$ cat src/rtl/bsp_pkg.sv
`timescale 1ns / 1ps
// Shared types and constants for the cubic B-spline segment evaluator.
// No dependencies; every other file in rtl/ imports this package.
package bsp_pkg;

  localparam int FRAC_BITS = 16;

  // register indexes of the configuration port
  localparam logic CFG_PARAM_MIN = 1'b0;
  localparam logic CFG_PARAM_MAX = 1'b1;

  // derivative order codes
  localparam logic [1:0] ORD_POS    = 2'd0;
  localparam logic [1:0] ORD_FIRST  = 2'd1;
  localparam logic [1:0] ORD_SECOND = 2'd2;
  localparam logic [1:0] ORD_BAD    = 2'd3;

  // basis function handled by a lane
  localparam logic [1:0] BASIS_0 = 2'd0;
  localparam logic [1:0] BASIS_1 = 2'd1;
  localparam logic [1:0] BASIS_2 = 2'd2;
  localparam logic [1:0] BASIS_3 = 2'd3;

  localparam logic signed [17:0] PARAM_MIN_RST = 18'sd0;
  localparam logic signed [17:0] PARAM_MAX_RST = 18'sd65536;

  // floor(2^32 / 3), truncated reciprocal for the divide by three
  localparam logic [30:0] RECIP3  = 31'd1431655765;
  // bias that keeps the dividend of the divide by three positive
  localparam logic [25:0] DIV_OFS = 26'd8388608;

  localparam logic signed [35:0] OUT_HI = 36'sh7_FFFF_FFFF;
  localparam logic signed [35:0] OUT_LO = 36'sh8_0000_0000;

  typedef struct packed {
    logic signed [17:0] u;
    logic signed [19:0] t2;
    logic signed [21:0] t3;
  } pw_t;

  typedef struct packed {
    logic signed [53:0] pos;
    logic signed [53:0] d1;
    logic signed [53:0] d2;
  } lane_out_t;

  typedef struct packed {
    logic       vld;
    logic       err;
    logic [1:0] order;
  } meta_t;

endpackage

$ cat src/rtl/bsp_powers.sv
`timescale 1ns / 1ps
// Power unit: rounded u^2 / S and u^3 / S^2 over three pipeline stages.
// Depends on bsp_pkg.
module bsp_powers (
  input  logic                 clk_i,
  input  logic signed [17:0]   u_i,
  output bsp_pkg::pw_t         pw_o
);
  import bsp_pkg::*;

  localparam logic signed [35:0] RND_T2 = 36'sd1 <<< (FRAC_BITS - 1);
  localparam logic signed [53:0] RND_T3 = 54'sd1 <<< (2 * FRAC_BITS - 1);

  logic signed [35:0] uu_d, uu_q;
  logic signed [17:0] u1_q, u2_q;
  logic signed [53:0] uuu_d, uuu_q;
  logic signed [35:0] t2s;
  logic signed [19:0] t2_d, t2_q;
  logic signed [53:0] t3s;
  pw_t                pw_d, pw_q;

  assign uu_d  = u_i * u_i;
  assign uuu_d = uu_q * u1_q;
  assign t2s   = (uu_q + RND_T2) >>> FRAC_BITS;
  assign t2_d  = t2s[19:0];
  assign t3s   = (uuu_q + RND_T3) >>> (2 * FRAC_BITS);

  always_comb begin
    pw_d.u  = u2_q;
    pw_d.t2 = t2_q;
    pw_d.t3 = t3s[21:0];
  end

  always_ff @(posedge clk_i) begin
    uu_q  <= uu_d;
    u1_q  <= u_i;
    uuu_q <= uuu_d;
    t2_q  <= t2_d;
    u2_q  <= u1_q;
    pw_q  <= pw_d;
  end

  assign pw_o = pw_q;

endmodule

$ cat config.mk
export PLATFORM = sky130hd
export DESIGN_NAME = bsp_powers
export DESIGN_NICKNAME = d
export VERILOG_FILES = /design/src/rtl/bsp_pkg.sv /design/src/rtl/bsp_powers.sv
export SDC_FILE = /design/constraint.sdc
export NUM_CORES = 2
export LEC_CHECK = 0
export BUFFER_PORTS_ARGS = -buffer_cell sky130_fd_sc_hd__buf_4
export CORE_MARGIN = 2
export CORE_UTILIZATION = 50
export CTS_BUF_LIST = sky130_fd_sc_hd__clkbuf_16
export CTS_CLUSTER_DIAMETER = 40
export DETAILED_ROUTE_END_ITERATION = 16
export PLACE_DENSITY = 0.68
export SYNTH_ARGS = -nofsm -noshare
export SYNTH_HDL_FRONTEND = slang
export SYNTH_SLANG_ARGS = --single-unit
$ cat constraint.sdc
create_clock -name clk_i -period 18.33 [get_ports clk_i]
set_input_delay 0 -clock clk_i [delete_from_list [all_inputs] [get_ports clk_i]]
set_output_delay 0 -clock clk_i [all_outputs]
set_load 0.02 [all_outputs]
==> impl_metrics.yaml <==
logic_synthesis:
  synth_seq_cells: 173
  seq_area_frac_synth_pct: 9.64
  synth-warning-count: 0
  synth_area_per_cell_um2: 9.53
  syn_area_um2: 35900
  postSynthCellCount: 3768
  synth_edf_count: 0
  yosys_most_used_dff: "dfxtp_1"
  async_flop_share_pct: 0
  ys_types: 56
cells_and_area:
  num-nets-final: 4916
  drive_gt1_share_pct: 3.77
  syn_to_final_growth_pct: 5.92
global_route:
  grt_pass1_wl_um: 140000
  grt_pass1_vias: 27000
  track_usage_pct: 24.2
  antenna_found_initial: 1
  grt_max_degree: 37
  overflow: 0
drt:
  met3_length_um: 4660
  wl_met1_um: 33400
  wl_per_cell_um: 17.5
  totalWireLength_um: 82400
  wl_met2_um: 41800
  dr.max_layer_used: "met4"
  drc: 0
  drt-initial-drc-count: 1206
  viasPerCell: 5.11
  firstDrtPassIters: 7
  vias: 24100
  final_antenna_net_count: 0
timing:
  fin_crit_sh_pct: 40.9
  max_freq_mhz: 133
  worst_pin_slew_ps: 1160
  setup_slack_ps: 10840
  setup_violations: 0
  fin_skew_ps: 13.1
  rsz0062_at_grt: "no"
  fin_setup_tns_ps: 0
  slew_violations: 0
  slew_headroom_pct: 22.6
  min_period_ps: 7490
  final-hold-violation-count: 0
placement:
  gp_congestion: 0.875
  dp_slack_ps: 10980
  place_hpwl_um: 63600
  portBuffers: 78
clock_tree:
  postCtsSetupRepairBufs: 0
  cts_tree: "done"
  cts_buffers: 17
  clock_path_buffers: 2
  clock_latency_ps: 490
  htreeDepth: 4
  cts_root_buffer: "clkbuf_16"
  path_clk_slew_ps: 70
  clkSinkCount: 173
die:
  rows: 98
  die_w_um: 272
  pin_count: 79
  dieArea_um2: 74000
  die_h_um: 272
  start_util_pct: 50.4
  core_area_um2: 71200
critical_path:
  crit_arrival_ps: 7870
  reg2reg_depth: 20
  slowest_delay_ps: 890
  endpoint_kind: "flop"
  crit_fanout: 34
  required_ps: 18700
  worstReg2RegStart: "u1_q[0]"
  path_common_cell: "fa_1"
  rr_endpoint: "uuu_q[50]"
  setup.worst_path.start: "u1_q[0]"
  ff2ff_setup_slack_ps: 10840
  cp_slowest_cell: "dfxtp_1"
  startpoint_type: "flop"
  crit_chain: "buf_4 -> and2_1 -> fa_1 -> fa_1 -> ha_1 -> inv_1 -> fa_1 -> inv_1 -> fa_1 -> fa_1 -> ha_1 -> a211oi_1 -> nand2_1 -> a211oi_1 -> o2111ai_1 -> a311oi_2 -> nor2_1 -> a311oi_1 -> nor2b_1 -> o32a_1"
  path_class: "flop to flop"
  crit_end: "uuu_q[50]"
hold_path:
  hold_path.class: "flop to flop"
run_status:
  status: "finished clean"
flow_run:
  maxCapViolCount: 0
## what timing repair did
action	in CTS	in global routing
resized for setup	0	0
hold buffers	18	0
hold endpoints to repair	19	0
## Yosys cell counts (all sizes together), types with 3 or more instances
cell type	number	area share [%]
inv	1040	11
fa	905	50
nand2	486	5.1
and2	304	5.3
ha	234	8.2
dfxtp	173	9.6
clkbuf	142	1.5
xnor2	85	2.1
nor2	64	0.67
a21oi	47	0.69
a21o	35	0.73
nand3	29	0.40
xor2	27	0.66
o21ai	25	0.36
nor2b	21	0.37
and3	18	0.31
o21bai	15	0.31
nand2b	13	0.23
nand4	12	0.21
a31oi	10	0.26
buf	9	0.14
nor3	9	0.13
o21a	8	0.17
a211oi	7	0.16
or3	5	0.087
a211o	4	0.098
a311oi	4	0.11
o211ai	4	0.084
a221o	3	0.084
nor4	3	0.052
o2111ai	3	0.073
o2bb2ai	3	0.073
## worst min-delay path by stage
stage                        from       end  slack [ps]  depth (start not counted)
after global routing       u_i[2]   u1_q[2]         330                          2
after floorplan            u_i[0]   u1_q[0]          30                          0
after CTS                  u_i[2]   u1_q[2]         300                          2
final                     t2_q[4]  pw_o[26]         320                          0
after detailed placement   u_i[2]   u1_q[2]         280                          1
after global placement     u_i[2]   u1_q[2]         290                          1
## layer usage
layer / global-route usage [%] / vias to the layer above
met1: 30.7 / 12600
li1: - / 10700
met2: 43.1 / 694
met5: 0 / -
met3: 3.06 / 150
met4: 7.68 / 0
## state kept, by name, indices dropped and copies added (netlist names)
signal  cells
pw_o       60
t2_q       20
u1_q       18
u2_q       18
uu_q       34
uuu_q      23
## layout make-up
class                   count  area, um^2
fillers                  6448       33200
multi-input cells        2409       28000
inverters                1040        3900
flip-flops and latches    173        3460
well taps                 950        1190
repair buffers            117         923
clock buffers              17         425
clock inverters            15         146
diodes                      1        2.50
## critical path: cells and delay by family, from the launching register on
kind                     cells  cell delay (ps)
AO/OA/AOI/OAI                6             2350
adder cells (fa/ha/maj)      7             2920
buffers and inverters        3              560
flip-flops                   1              890
AND/OR/NAND/NOR              4              630
## per-stage QoR
step	instance area [um^2]	instances	hold WS (ps)	utilization, %
after floorplan	35900	3773	27.7	-
after global placement	37300	4671	285	52.3
after detailed placement	37300	4671	283	52.3
after CTS	38000	4721	299	53.4
after global routing	38000	4721	332	53.4
final	38000	4722	323	53.4
## cells in the final DEF, fill, tap and decap left out, drive strengths merged, types with 5 or more instances in the layout
cell | netlist | layout
nor2b | 21 | 21
nor3 | 9 | 9
buf | 9 | 99
a31oi | 10 | 10
ha | 234 | 234
o21bai | 15 | 15
a21oi | 47 | 47
fa | 905 | 905
nand2b | 13 | 13
nand2 | 486 | 486
a211oi | 7 | 7
or3 | 5 | 5
dlygate4sd3 | 0 | 18
dfxtp | 173 | 173
a21o | 35 | 35
xnor2 | 85 | 85
and2 | 304 | 304
and3 | 18 | 18
nand4 | 12 | 12
nor2 | 64 | 64
clkinv | 0 | 7
xor2 | 27 | 27
inv | 1040 | 1048
o21a | 8 | 8
nand3 | 29 | 29
conb | 2 | 7
clkbuf | 142 | 17
o21ai | 25 | 25
## cell families (layout without fill, tap and decap cells)
group	Yosys count	count (layout)	synth area share, %
buf+inv	1191	1189	12.5
fa+ha+maj	1139	1139	58.6
simple gates	969	969	12.9
compound gates	181	181	3.53
flops	173	173	9.64
xor+xnor	112	112	2.73
other cells	2	8	0.0209
mux	1	1	0.0279
Power is left out: the tool's default activity adds up to more than one toggle a clock period on the data nets, which glitch-free logic cannot reach.
