## config.mk

```make
export PLATFORM = sky130hd
export DESIGN_NAME = bsp_merge
export DESIGN_NICKNAME = d
export VERILOG_FILES = /design/src/rtl/bsp_pkg.sv /design/src/rtl/bsp_merge.sv
export SDC_FILE = /design/constraint.sdc
export NUM_CORES = 2
export LEC_CHECK = 0
export BUFFER_PORTS_ARGS = -buffer_cell sky130_fd_sc_hd__buf_2
export CORE_AREA = 2 2 302 304
export CTS_BUF_LIST = sky130_fd_sc_hd__clkbuf_8 sky130_fd_sc_hd__clkbuf_16
export DETAILED_ROUTE_END_ITERATION = 10
export DIE_AREA = 0 0 304 306
export HOLD_SLACK_MARGIN = 0.02
export PLACE_DENSITY_LB_ADDON = 0.1
export SYNTH_ARGS = -nofsm -noshare
export SYNTH_HDL_FRONTEND = slang
export SYNTH_SLANG_ARGS = --single-unit
```

## constraint.sdc

```tcl
create_clock -name clk_i -period 6.2 [get_ports clk_i]
set_clock_uncertainty 0.2 [all_clocks]
set_input_delay 0.93 -clock clk_i [delete_from_list [all_inputs] [get_ports clk_i]]
set_output_delay 0.93 -clock clk_i [all_outputs]
set_load 0.005 [all_outputs]
```

## src/rtl/bsp_pkg.sv

```systemverilog
`timescale 1ns / 1ps
// Shared types and constants for the cubic B-spline segment evaluator.
// No dependencies; every other file in rtl/ imports this package.
package bsp_pkg;

  localparam int FRAC_BITS = 16;

  // register indexes of the configuration port
  localparam logic CFG_PARAM_MIN = 1'b0;
  localparam logic CFG_PARAM_MAX = 1'b1;

  // derivative order codes
  localparam logic [1:0] ORD_POS    = 2'd0;
  localparam logic [1:0] ORD_FIRST  = 2'd1;
  localparam logic [1:0] ORD_SECOND = 2'd2;
  localparam logic [1:0] ORD_BAD    = 2'd3;

  // basis function handled by a lane
  localparam logic [1:0] BASIS_0 = 2'd0;
  localparam logic [1:0] BASIS_1 = 2'd1;
  localparam logic [1:0] BASIS_2 = 2'd2;
  localparam logic [1:0] BASIS_3 = 2'd3;

  localparam logic signed [17:0] PARAM_MIN_RST = 18'sd0;
  localparam logic signed [17:0] PARAM_MAX_RST = 18'sd65536;

  // floor(2^32 / 3), truncated reciprocal for the divide by three
  localparam logic [30:0] RECIP3  = 31'd1431655765;
  // bias that keeps the dividend of the divide by three positive
  localparam logic [25:0] DIV_OFS = 26'd8388608;

  localparam logic signed [35:0] OUT_HI = 36'sh7_FFFF_FFFF;
  localparam logic signed [35:0] OUT_LO = 36'sh8_0000_0000;

  typedef struct packed {
    logic signed [17:0] u;
    logic signed [19:0] t2;
    logic signed [21:0] t3;
  } pw_t;

  typedef struct packed {
    logic signed [53:0] pos;
    logic signed [53:0] d1;
    logic signed [53:0] d2;
  } lane_out_t;

  typedef struct packed {
    logic       vld;
    logic       err;
    logic [1:0] order;
  } meta_t;

endpackage

```

## src/rtl/bsp_merge.sv

```systemverilog
`timescale 1ns / 1ps
// Merge stage: adds the four lane products, rounds, saturates and applies
// the order and error masks; two stages. Depends on bsp_pkg.
module bsp_merge (
  input  logic                 clk_i,
  input  logic                 rst_ni,
  input  bsp_pkg::lane_out_t   lane_i [4],
  input  bsp_pkg::meta_t       meta_i,
  output logic                 done_o,
  output logic signed [35:0]   position_o,
  output logic signed [35:0]   first_deriv_o,
  output logic signed [35:0]   second_deriv_o,
  output logic                 error_o
);
  import bsp_pkg::*;

  localparam logic signed [55:0] RND = 56'sd1 <<< (FRAC_BITS - 1);

  function automatic logic signed [35:0] rnd_sat(input logic signed [55:0] s);
    logic signed [55:0] r;
    r = (s + RND) >>> FRAC_BITS;
    if (r > 56'(OUT_HI)) begin
      return OUT_HI;
    end else if (r < 56'(OUT_LO)) begin
      return OUT_LO;
    end
    return r[35:0];
  endfunction

  logic signed [54:0] p01_q, p23_q, a01_q, a23_q, b01_q, b23_q;
  meta_t              meta1_q;
  logic signed [55:0] pos_sum, d1_sum, d2_sum;
  logic signed [35:0] pos_d, d1_d, d2_d;
  logic signed [35:0] pos_q, d1_q, d2_q;
  logic               done_q, err_q;
  logic               keep_d1, keep_d2;

  assign pos_sum = 56'(p01_q) + 56'(p23_q);
  assign d1_sum  = 56'(a01_q) + 56'(a23_q);
  assign d2_sum  = 56'(b01_q) + 56'(b23_q);

  assign keep_d1 = !meta1_q.err && (meta1_q.order != ORD_POS);
  assign keep_d2 = !meta1_q.err && (meta1_q.order == ORD_SECOND);

  assign pos_d = meta1_q.err ? 36'sd0 : rnd_sat(pos_sum);
  assign d1_d  = keep_d1 ? rnd_sat(d1_sum) : 36'sd0;
  assign d2_d  = keep_d2 ? rnd_sat(d2_sum) : 36'sd0;

  always_ff @(posedge clk_i or negedge rst_ni) begin
    if (!rst_ni) begin
      meta1_q <= '0;
      done_q  <= 1'b0;
    end else begin
      meta1_q <= meta_i;
      done_q  <= meta1_q.vld;
    end
  end

  always_ff @(posedge clk_i) begin
    p01_q <= 55'(lane_i[0].pos) + 55'(lane_i[1].pos);
    p23_q <= 55'(lane_i[2].pos) + 55'(lane_i[3].pos);
    a01_q <= 55'(lane_i[0].d1) + 55'(lane_i[1].d1);
    a23_q <= 55'(lane_i[2].d1) + 55'(lane_i[3].d1);
    b01_q <= 55'(lane_i[0].d2) + 55'(lane_i[1].d2);
    b23_q <= 55'(lane_i[2].d2) + 55'(lane_i[3].d2);
    pos_q <= pos_d;
    d1_q  <= d1_d;
    d2_q  <= d2_d;
    err_q <= meta1_q.err;
  end

  assign done_o         = done_q;
  assign position_o     = pos_q;
  assign first_deriv_o  = d1_q;
  assign second_deriv_o = d2_q;
  assign error_o        = err_q;

endmodule

```

==> metrics.yaml <==
placement:
  dp_hpwl_mm: 105
  place.gp.congestion: 0.915
  placed_area_um2: 41200
  dpl.cell_count: 6089
  portBuffers: 763
logic_synthesis:
  ys.flop_type: "dfxtp_1"
  synth_nets: 5549
  synth_top_cell_area_share_pct: 24.3
  synth-xor-area-share_pct: 9.64
  synth_compound_area_share_pct: 26.6
  yosysWarnings: 0
  synth.area.top_cells: "dfxtp_1 24%, ha_1 22%, a21o_1 6.8%, a21oi_1 6.2%, xnor2_1 6.0%"
  async_flop_share_pct: 1.13
  yosysTopAreaCell: "dfxtp_1"
  syn_area_per_cell_um2: 8.52
  synthMuxAreaShare_pct: 0.166
  synth_edf_count: 0
  ys_seq_area_share_pct: 24.6
  ys_ff_latch: 444
  netlist_area_um2: 36200
  synthDistinctLibCells: 87
  synthSimpleGateAreaFrac_pct: 13.3
  synth_top_family_by_area: "compound AO/OA/AOI/OAI gates"
  syn_inst: 4244
  synth_fa_ha_area_share_pct: 22.6
floorplanning:
  coreArea_um2: 89600
  die_y_um: 306
  die-area_um2: 93000
  initial_core_util_pct: 40.4
  die_x_um: 304
  fp-row-count: 110
  io_pins: 764
routing:
  drc: 0
  drtPass1Iterations: 5
  routedWlPerCell_um: 20.0
  vias: 33955
  vias_per_cell: 5.48
  routed_wl_mm: 124
  drt_iter0_drc: 2062
  antenna_left: 0
final_layout:
  drive_gt1_share_pct: 18.7
  final_cell_mix: "763 x buf_2, 645 x ha_1, 448 x a21oi_1, 439 x dfxtp_1, 327 x a21o_1"
  mostFrequentLayoutCell: "buf_2"
  final_util_pct: 48.1
  syn2layout_area_growth_pct: 19.1
  stdcell_area_um2: 43100
  layout.nets: 6274
  fin_cells: 6199
  fillCellCount: 8958
sta:
  max_freq_mhz: 196
  period_minus_slack_ps: 5100
  tns_ps: 0
  fin_crit_sh_pct: 82.2
  setup_violations: 0
  slew_viol_final: 0
  rsz0062_at_grt: "false"
  max_slew_margin_pct: 40.0
  whs_ps: 155
  worst_pin_slew_ps: 899
  hold_viol: 0
global_route:
  grt.total_usage_pct: 25.6
  antenna_found_initial: 34
  grt_pass1_vias: 33508
  grt_max_degree: 36
  grt_pass1_wl_mm: 188
  grt_overflow: 0
clock_network:
  clock_sinks: 444
  cts_hold_buf: 1
  max-clock-path-buffers: 3
  cts_setup_buffers: 0
  h-tree-depth: 2
  insertion_delay_ps: 610
  path_clk_slew_ps: 60
  postCtsResizedCells: 0
  root_buffer: "clkbuf_16"
  cts_buffers: 53
  tritoncts: "built"
setup_path:
  worstPathRequired_ps: 6540
  path_max_fanout: 18
  crit_arrival_ps: 5440
  setup.worst_path.start_class: "flip-flop"
  timing_worst_setup_path_type: "flip-flop to flip-flop"
  crit_path_end_kind: "flip-flop"
min_path:
  min_path_type: "flip-flop to flip-flop"
power_and_ir_drop:
  p_per_area_nw_per_um2: 364
  vdd_ir_drop_max_v: 0.000218
  p_leak_nw: 21.8
outcome:
  status: "finished clean"
job:
  cap_violations: 0
-- layout make-up --
type | count | area (um^2) | share of cell area, %
repair buffers | 783 | 3970 | 9.22
diodes | 12 | 30.0 | 0.0697
clock buffers | 58 | 1400 | 3.24
flip-flops and latches | 444 | 8910 | 20.7
multi-input cells | 3527 | 26200 | 60.9
inverters | 160 | 601 | 1.39
well taps | 1176 | 1470 | 3.42
clock inverters | 39 | 472 | 1.10
-- power breakdown --
| part | switching (W) | internal, W |
|---|---|---|
| clock | 0.00135 | 0.00201 |
| sequential | 0.000364 | 0.00362 |
| combinational | 0.00479 | 0.00353 |
-- cell usage after synthesis, drive strengths merged (27+ instances only) --
cell / number
o21ai: 295
and2: 27
nor2: 237
a21oi: 451
xor2: 150
nand3: 80
clkbuf: 100
a211oi: 33
a21o: 328
and3: 37
inv: 160
nand4: 89
o21a: 47
nor2b: 46
nand2b: 43
ha: 645
dfxtp: 439
a31oi: 51
o21bai: 61
nor3: 74
xnor2: 247
nand2: 258
-- worst max-delay path, stage by stage (launching register included) --
cell and delay [ps]:
dfxtp_1 300, ha_1 290, ha_1 310, a211oi_1 210, o21bai_1 110, a221oi_1 550
o211ai_1 340, and4_1 300, o21ai_0 290, a21oi_1 160, o41ai_1 380, xnor2_1 200
inv_1 130, a21oi_2 730, buf_4 380, a21o_1 150
-- state kept, by name, summed over array words and instances, names as in the netlist --
register	cells
done_o	1
position_o	36
p01_q	55
meta1_q	4
a23_q	55
b23_q	55
p23_q	55
b01_q	55
second_deriv_o	36
first_deriv_o	36
a01_q	55
error_o	1
-- worst paths after layout --
path                                            from  depth (start not counted)  slack, ps                      endpoint
worst min register to register  meta1_q[3]$_DFF_PN0_                          0        160              done_o$_DFF_PN0_
worst min-delay path            meta1_q[3]$_DFF_PN0_                          0        160              done_o$_DFF_PN0_
worst max-delay path                b01_q[6]$_DFF_P_                         15       1100  second_deriv_o[0]$_SDFF_PN0_
worst max register to register      b01_q[6]$_DFF_P_                         15       1100  second_deriv_o[0]$_SDFF_PN0_
min in group asynchronous                     rst_ni                          2        460          meta1_q[2]$_DFF_PN0_
max in group asynchronous                     rst_ni                          2       5210              done_o$_DFF_PN0_
-- layer usage --
layer	vias up	part of all wire [%]	GRT usage, %
met5	-	0.15	0
met4	32	2.9	7.62
met3	186	5.6	4.18
met2	932	47	44.0
met1	15649	45	32.7
li1	17156	-	-
-- cell families (layout without fill, tap and decap cells) --
| logic type | after synthesis | in the layout |
|---|---|---|
| compound gates | 1490 | 1490 |
| xor+xnor | 397 | 397 |
| fa+ha+maj | 651 | 651 |
| buf+inv | 273 | 1040 |
| flops | 444 | 444 |
| mux | 6 | 6 |
| other cells | 0 | 12 |
| simple gates | 983 | 983 |
-- stage by stage --
stage	setup WS, ps	power (W)
CTS	1130	0.0158
detailed placement	1020	0.0123
floorplan	2130	0.00985
global placement	1050	0.0123
finish	1100	0.0157
global route	765	0.0169
Power figures use the tool's default switching activity.
